**src/rtl/ute_pkg.sv**
```systemverilog
// Shared constants for the unsorted table engine: table depth, derived widths,
// operation codes and result status codes. No dependencies.
`default_nettype none

package ute_pkg;

	// Table geometry
	localparam int DEPTH  = 64;
	localparam int ADDR_W = (DEPTH > 1) ? $clog2(DEPTH) : 1;
	localparam int CNT_W  = $clog2(DEPTH + 1);
	localparam int DATA_W = 32;
	localparam int OP_W   = 2;
	localparam int STAT_W = 2;

	// Operation codes
	localparam logic [OP_W-1:0] OP_INSERT = 2'd0;
	localparam logic [OP_W-1:0] OP_DELETE = 2'd1;
	localparam logic [OP_W-1:0] OP_MODIFY = 2'd2;
	localparam logic [OP_W-1:0] OP_LIST   = 2'd3;

	// Result status codes
	localparam logic [STAT_W-1:0] STAT_OK      = 2'd0;
	localparam logic [STAT_W-1:0] STAT_FULL    = 2'd1;
	localparam logic [STAT_W-1:0] STAT_MISSING = 2'd2;
	localparam logic [STAT_W-1:0] STAT_EMPTY   = 2'd3;

endpackage

`default_nettype wire

```
**src/rtl/unsorted_table_engine.sv**
```systemverilog
// Unsorted table engine: a table of signed words in one synchronous memory plus a fill count.
// Depends on ute_pkg for depth, widths and codes.
//
//   channel | handshake           | payload
//   --------+---------------------+-----------------------------------------
//   in      | in_valid / in_ready | opcode, key, new_value
//   out     | out_valid/out_ready | status, value, entry_count, last
//
// Insert goes straight to its result; modify and delete search the stored entries
// in order (one memory read per cycle); a delete hit then moves each later entry
// down one slot; list streams one entry per cycle when the output is taken every
// cycle. The single memory read port sets this pace.
// Reset clears the fill count and control only; the memory is not cleared.
// A stalled output holds the list walk and the result in place; a new item is taken once the final
// result of the previous one sits in the output register.
`default_nettype none

module unsorted_table_engine
	import ute_pkg::*;
(
	input  wire logic                     clk,
	input  wire logic                     arst_n,
	input  wire logic                     in_valid,
	output logic                          in_ready,
	input  wire logic        [OP_W-1:0]   opcode,
	input  wire logic signed [DATA_W-1:0] key,
	input  wire logic signed [DATA_W-1:0] new_value,
	output logic                          out_valid,
	input  wire logic                     out_ready,
	output logic             [STAT_W-1:0] status,
	output logic signed      [DATA_W-1:0] value,
	output logic             [CNT_W-1:0]  entry_count,
	output logic                          last
);

	localparam logic [2:0] S_IDLE  = 3'd0;
	localparam logic [2:0] S_SRCH  = 3'd1;
	localparam logic [2:0] S_SHIFT = 3'd2;
	localparam logic [2:0] S_LIST  = 3'd3;
	localparam logic [2:0] S_RESP  = 3'd4;

	logic [2:0]               state_q;
	logic [CNT_W-1:0]         fill_q;
	logic [CNT_W-1:0]         idx_q;
	logic [CNT_W-1:0]         pidx_s1;
	logic                     pend_s1;
	logic [OP_W-1:0]          op_q;
	logic [DATA_W-1:0]        key_q;
	logic [DATA_W-1:0]        nv_q;
	logic [STAT_W-1:0]        rsp_status_q;

	logic                     out_valid_q;
	logic [STAT_W-1:0]        out_status_q;
	logic [DATA_W-1:0]        out_value_q;
	logic [CNT_W-1:0]         out_count_q;
	logic                     out_last_q;

	logic [DATA_W-1:0]        mem [DEPTH];
	logic [DATA_W-1:0]        rd_data_s1;

	logic                     in_fire;
	logic                     slot_free;
	logic                     full;
	logic [CNT_W-1:0]         fill_last;
	logic [CNT_W-1:0]         sh_wa;
	logic                     hit;
	logic                     at_end;
	logic                     srch_issue;
	logic                     shift_issue;
	logic                     shift_done;
	logic                     list_issue;
	logic                     list_emit;
	logic                     resp_emit;
	logic                     ins_we;
	logic                     mod_we;
	logic                     sh_we;
	logic                     re;
	logic                     we;
	logic [ADDR_W-1:0]        wa;
	logic [DATA_W-1:0]        wd;

	// Handshake and walk control
	assign in_ready    = (state_q == S_IDLE);
	assign in_fire     = in_valid && in_ready;
	assign slot_free   = !out_valid_q || out_ready;
	assign full        = (fill_q >= CNT_W'(DEPTH));
	assign fill_last   = fill_q - CNT_W'(1);
	assign sh_wa       = pidx_s1 - CNT_W'(1);
	assign hit         = pend_s1 && (rd_data_s1 == key_q);
	assign at_end      = (pidx_s1 == fill_last);
	assign srch_issue  = (state_q == S_SRCH) && !(pend_s1 && (hit || at_end));
	assign shift_issue = (state_q == S_SHIFT) && (idx_q < fill_q);
	assign shift_done  = (state_q == S_SHIFT) && !shift_issue && !pend_s1;
	assign list_emit   = (state_q == S_LIST) && pend_s1 && slot_free;
	assign list_issue  = (state_q == S_LIST) && (idx_q < fill_q) && (!pend_s1 || slot_free);
	assign resp_emit   = (state_q == S_RESP) && slot_free;
	assign ins_we      = in_fire && (opcode == OP_INSERT) && !full;
	assign mod_we      = (state_q == S_SRCH) && hit && (op_q == OP_MODIFY);
	assign sh_we       = (state_q == S_SHIFT) && pend_s1;
	assign re          = srch_issue || shift_issue || list_issue;
	assign we          = ins_we || mod_we || sh_we;

	// Select the single write port source
	always_comb begin
		priority if (ins_we) begin
			wa = fill_q[ADDR_W-1:0];
			wd = new_value;
		end else if (mod_we) begin
			wa = pidx_s1[ADDR_W-1:0];
			wd = nv_q;
		end else begin
			wa = sh_wa[ADDR_W-1:0];
			wd = rd_data_s1;
		end
	end

	// Table memory, one write and one registered read per cycle
	always_ff @(posedge clk) begin
		if (we) begin
			mem[wa] <= wd;
		end
		if (re) begin
			rd_data_s1 <= mem[idx_q[ADDR_W-1:0]];
		end
	end

	// Sequencer: search, shift down, list, respond
	always_ff @(posedge clk or negedge arst_n) begin
		if (!arst_n) begin
			state_q      <= S_IDLE;
			fill_q       <= '0;
			idx_q        <= '0;
			pidx_s1      <= '0;
			pend_s1      <= 1'b0;
			rsp_status_q <= STAT_OK;
		end else begin
			unique case (state_q)
				S_IDLE: begin
					idx_q   <= '0;
					pend_s1 <= 1'b0;
					if (in_fire) begin
						unique case (opcode)
							OP_INSERT: begin
								rsp_status_q <= full ? STAT_FULL : STAT_OK;
								if (!full) begin
									fill_q <= fill_q + CNT_W'(1);
								end
								state_q <= S_RESP;
							end
							OP_DELETE, OP_MODIFY: begin
								if (fill_q == '0) begin
									rsp_status_q <= STAT_MISSING;
									state_q      <= S_RESP;
								end else begin
									state_q <= S_SRCH;
								end
							end
							OP_LIST: begin
								if (fill_q == '0) begin
									rsp_status_q <= STAT_EMPTY;
									state_q      <= S_RESP;
								end else begin
									state_q <= S_LIST;
								end
							end
							default: state_q <= S_IDLE;
						endcase
					end
				end
				S_SRCH: begin
					if (srch_issue) begin
						pend_s1 <= 1'b1;
						pidx_s1 <= idx_q;
						idx_q   <= idx_q + CNT_W'(1);
					end else begin
						pend_s1 <= 1'b0;
						if (hit && (op_q == OP_DELETE)) begin
							idx_q   <= pidx_s1 + CNT_W'(1);
							state_q <= S_SHIFT;
						end else begin
							rsp_status_q <= hit ? STAT_OK : STAT_MISSING;
							state_q      <= S_RESP;
						end
					end
				end
				S_SHIFT: begin
					if (shift_issue) begin
						pend_s1 <= 1'b1;
						pidx_s1 <= idx_q;
						idx_q   <= idx_q + CNT_W'(1);
					end else begin
						pend_s1 <= 1'b0;
					end
					if (shift_done) begin
						fill_q       <= fill_last;
						rsp_status_q <= STAT_OK;
						state_q      <= S_RESP;
					end
				end
				S_LIST: begin
					if (list_issue) begin
						pend_s1 <= 1'b1;
						pidx_s1 <= idx_q;
						idx_q   <= idx_q + CNT_W'(1);
					end else if (list_emit) begin
						pend_s1 <= 1'b0;
					end
					if (list_emit && at_end) begin
						state_q <= S_IDLE;
					end
				end
				S_RESP: begin
					if (resp_emit) begin
						state_q <= S_IDLE;
					end
				end
				default: state_q <= S_IDLE;
			endcase
		end
	end

	// Latch the accepted item
	always_ff @(posedge clk) begin
		if (in_fire) begin
			op_q  <= opcode;
			key_q <= key;
			nv_q  <= new_value;
		end
	end

	// Output register valid: drop on take, set on load
	always_ff @(posedge clk or negedge arst_n) begin
		if (!arst_n) begin
			out_valid_q <= 1'b0;
		end else if (list_emit || resp_emit) begin
			out_valid_q <= 1'b1;
		end else if (out_ready) begin
			out_valid_q <= 1'b0;
		end
	end

	// Output register payload
	always_ff @(posedge clk) begin
		if (list_emit) begin
			out_status_q <= STAT_OK;
			out_value_q  <= rd_data_s1;
			out_count_q  <= fill_q;
			out_last_q   <= at_end;
		end else if (resp_emit) begin
			out_status_q <= rsp_status_q;
			out_value_q  <= '0;
			out_count_q  <= fill_q;
			out_last_q   <= 1'b1;
		end
	end

	assign out_valid   = out_valid_q;
	assign status      = out_status_q;
	assign value       = out_value_q;
	assign entry_count = out_count_q;
	assign last        = out_last_q;

`ifndef SYNTHESIS
	a_fill_bound: assert property (@(posedge clk) disable iff (!arst_n)
		fill_q <= CNT_W'(DEPTH))
		else $error("fill count above table depth");

	a_insert_grows: assert property (@(posedge clk) disable iff (!arst_n)
		ins_we |=> (fill_q == $past(fill_q) + CNT_W'(1)))
		else $error("insert did not grow the fill count");

	a_search_nonempty: assert property (@(posedge clk) disable iff (!arst_n)
		(state_q == S_SRCH || state_q == S_LIST) |-> (fill_q != '0))
		else $error("walk over an empty table");

	a_idle_no_pending: assert property (@(posedge clk) disable iff (!arst_n)
		(state_q == S_IDLE) |-> !pend_s1)
		else $error("pending read left over in idle");

	a_nonlast_ok: assert property (@(posedge clk) disable iff (!arst_n)
		(out_valid_q && !out_last_q) |-> (out_status_q == STAT_OK))
		else $error("non-final result with error status");
`endif

endmodule

`default_nettype wire
```
**config.mk**
```make
export PLATFORM = sky130hd
export DESIGN_NAME = unsorted_table_engine
export DESIGN_NICKNAME = d
export VERILOG_FILES = /design/src/rtl/ute_pkg.sv /design/src/rtl/unsorted_table_engine.sv
export SDC_FILE = /design/constraint.sdc
export NUM_CORES = 2
export LEC_CHECK = 0
export BUFFER_PORTS_ARGS = -buffer_cell sky130_fd_sc_hd__buf_2
export CAP_MARGIN = 20
export CELL_PAD_IN_SITES_DETAIL_PLACEMENT = 0
export CELL_PAD_IN_SITES_GLOBAL_PLACEMENT = 1
export CORE_ASPECT_RATIO = 0.9
export CORE_MARGIN = 3
export CORE_UTILIZATION = 60
export CTS_BUF_LIST = sky130_fd_sc_hd__clkbuf_4 sky130_fd_sc_hd__clkbuf_8
export DETAILED_ROUTE_END_ITERATION = 10
export PLACE_DENSITY = 0.88
export SETUP_SLACK_MARGIN = 0.2
export SLEW_MARGIN = 20
export SYNTH_ARGS = -nofsm -noshare
export SYNTH_HDL_FRONTEND = slang
export SYNTH_SLANG_ARGS = --single-unit
```
**constraint.sdc**
```tcl
create_clock -name clk -period 32.9 [get_ports clk]
set_input_delay 3.29 -clock clk [delete_from_list [all_inputs] [get_ports clk]]
set_output_delay 3.29 -clock clk [all_outputs]
set_load 0.05 [all_outputs]
```
==> results.json <==
{
  "vias_per_cell": 6.78,
  "hpwl_um": 119000,
  "whs_endpoint": "status[0]",
  "cts_buffers": 335,
  "holdWs_ns": 0.586,
  "cts_tree": "yes",
  "ys.flop_type": "edfxtp_1",
  "yosysSeqAreaShare_pct": 77.5,
  "drtAntennaViolNets": 0,
  "rsz0062_at_grt": "false",
  "ir_drop_uv": 68.9,
  "setup_tns_ns": 0,
  "arrival_ns": 7.83,
  "fin_skew_ns": 0.0607,
  "synth_cell_types": 63,
  "fin_crit_sh_pct": 21.9,
  "cpPeakStageDelay_ns": 1.06,
  "place_inst": 5491,
  "post_cts_buffers": 0,
  "globalRouteOverflowTotal": 0,
  "place_congestion": 0.880,
  "cts_root_buf": "clkbuf_8",
  "grt_pass1_vias": 41000,
  "cts.clk_slew.worst_paths_ns": 0.06,
  "status": "finished, final reports clean",
  "drv_cap": 0,
  "nFillCells": 7879,
  "ff2ff_path_depth": 6,
  "crit-reg2reg-capture": "mem[6][14]",
  "setup_viol": 0,
  "ff2ff_setup_slack_ns": 27.25,
  "maxSlewHeadroom_pct": 19.9,
  "cts_max_path_buffers": 4,
  "grt_usage_pct": 28.1,
  "port_buffers": 113,
  "drt_wl_total_um": 203000,
  "crit_fanout": 68,
  "hold_buffers": 0,
  "die_height_um": 364,
  "route.met2.wl_um": 96400,
  "instances_no_fill": 6092,
  "wl_per_cell_um": 33.3,
  "dieArea_um2": 147000,
  "fmax_mhz": 139,
  "cts_resized": 0,
  "cp_slowest_cell": "nor2_4",
  "p_leak_nw": 29.6,
  "cpMostUsedCell": "nand3_1",
  "whs_path_depth": 2,
  "insertion_delay_ns": 1.04,
  "netlist_area_um2": 85600,
  "clkSinkCount": 2216,
  "pwr_density_cell_nw_per_um2": 82.9,
  "rows": 130,
  "worst_pin_slew_ns": 1.20,
  "grt_pass1_wl_um": 294000,
  "drtIter0Drc": 6688,
  "cp.required_ns": 33.52,
  "finalNetCount": 4080,
  "grt_max_degree": 150,
  "fp.dieW_um": 404,
  "vias": 41300,
  "ys_warn_count": 0,
  "top_layer_used": "met5",
  "path_class": "in2reg",
  "area_growth_pct": 12.2,
  "async_flop_share_pct": 1.26,
  "synth_seq_cells": 2216,
  "met1Wirelength_um": 74800,
  "worstReg2RegStart": "state_q[2]",
  "utilization_pct": 68.3,
  "hold_viol_final": 0,
  "floorplan.initialDensity_pct": 60.8,
  "io_pins": 114,
  "fin_crit_ns": 7.21,
  "met3_length_um": 27300,
  "htreeDepth": 5,
  "synth_edf_count": 2186,
  "end_kind": "flip-flop",
  "drive_above_1_share_pct": 35.8,
  "report.final.slew_viol_count": 0,
  "coreArea_um2": 141000,
  "crit_chain": "buf_2, inv_1, nor4_2, buf_4, nand3_1, mux2i_1, nand3_1, nor2_4",
  "worstHoldStart": "status[0]",
  "antenna_found_initial": 15,
  "synth_fp_nets": 3699,
  "critPathLaunchType": "input pin",
  "dr.pass1.iters": 6,
  "min_path_type": "reg2reg",
  "drc": 0,
  "synth_cells": 3615,
  "avgSynthCellArea_um2": 23.7
}
## layer usage
layer | track usage, % | up-vias
met4 | 7.07 | 8
met3 | 8.33 | 334
li1 | - | 16300
met1 | 41.5 | 21800
met2 | 42.1 | 2923
met5 | 0 | -
## layout make-up
type	count	area, µm²	share of cell area (%)
clock inverter	133	742	0.772
tap	1848	2310	2.41
clock buffer	444	5490	5.72
multi-input combinational	1180	19200	20.0
sequential	2216	66400	69.1
inverter	29	116	0.121
antenna	8	20.0	0.0208
timing repair buffer	234	1810	1.89
## cells in the final DEF, fill, tap and decap left out, types with 32 or more instances in the layout
master and count:
buf_2 113, buf_4 95, mux4_2 672, nand2_1 68
xnor2_1 43, nand3_1 40, edfxtp_1 2186, nor2_4 64
clkbuf_4 99, clkinv_1 90, o21ai_4 32, clkbuf_8 345
mux2i_1 34
## synth_stat cells (12+ instances only)
| cell type | number | area, µm² |
|---|---|---|
| and2_1 | 30 | 188 |
| buf_1 | 16 | 60.1 |
| buf_2 | 47 | 235 |
| clkbuf_1 | 123 | 462 |
| dfrtp_1 | 28 | 701 |
| edfxtp_1 | 2186 | 65600 |
| ha_1 | 14 | 175 |
| inv_1 | 27 | 101 |
| mux2i_1 | 34 | 340 |
| mux4_2 | 672 | 15100 |
| nand2_1 | 68 | 255 |
| nand2b_1 | 12 | 75.1 |
| nand3_1 | 40 | 200 |
| nor2_1 | 89 | 334 |
| o21ai_0 | 50 | 250 |
| xnor2_1 | 43 | 377 |
## sequential cells by signal, indices dropped and copies added (netlist names)
| register | cells |
|---|---|
| entry_count | 7 |
| rd_data_s1 | 32 |
| mem | 2048 |
| value | 32 |
| state_q | 3 |
| rsp_status_q | 2 |
| last | 1 |
| out_valid | 1 |
| op_q | 2 |
| nv_q | 32 |
| idx_q | 7 |
| status | 2 |
| key_q | 32 |
| pend_s1 | 1 |
| pidx_s1 | 7 |
| fill_q | 7 |
## worst max-delay path by stage
| stage | end | slack (ns) | from | cells past startpoint |
|---|---|---|---|---|
| after floorplan | mem[22][0] | 18.92 | in_valid | 9 |
| after global placement | mem[45][3] | 24.85 | in_valid | 8 |
| after detailed placement | mem[29][12] | 24.70 | in_valid | 8 |
| after CTS | mem[29][13] | 25.82 | in_valid | 8 |
| after global routing | mem[6][1] | 25.39 | in_valid | 8 |
| final | mem[6][14] | 25.69 | in_valid | 8 |
## worst max-delay path, delay by kind of cell
family | cells | cell delay [ns]
and+or+nand+nor | 4 | 2.73
muxes | 1 | 0.86
buffers and inverters | 3 | 0.86
## logic make-up (layout without fill, tap and decap cells)
family | count (synthesis) | after routing | synth area share [%]
flip-flops | 2216 | 2216 | 77.5
multiplexers | 711 | 711 | 18.1
AND/OR/NAND/NOR | 288 | 288 | 1.59
buffers and inverters | 219 | 840 | 1.06
AO/OA/AOI/OAI | 120 | 120 | 0.975
XOR/XNOR | 47 | 47 | 0.481
adder cells (fa/ha/maj) | 14 | 14 | 0.205
other | 0 | 8 | 0
## through the flow
step	area, µm²	total power, mW	setup WS (ns)
global route	96100	8.24	25.39
finish	96100	7.96	25.69
floorplan	85600	5.12	18.92
CTS	95700	7.96	25.82
detailed placement	89500	5.85	24.70
global placement	89400	5.77	24.85
## where the power goes
| group | total, mW | internal (mW) | switching (mW) |
|---|---|---|---|
| Clock | 2.14 | 1.13 | 1.01 |
| Sequential | 3.74 | 3.63 | 0.111 |
| Combinational | 2.08 | 0.779 | 1.30 |
No activity file was read; power rests on OpenSTA's default activity.
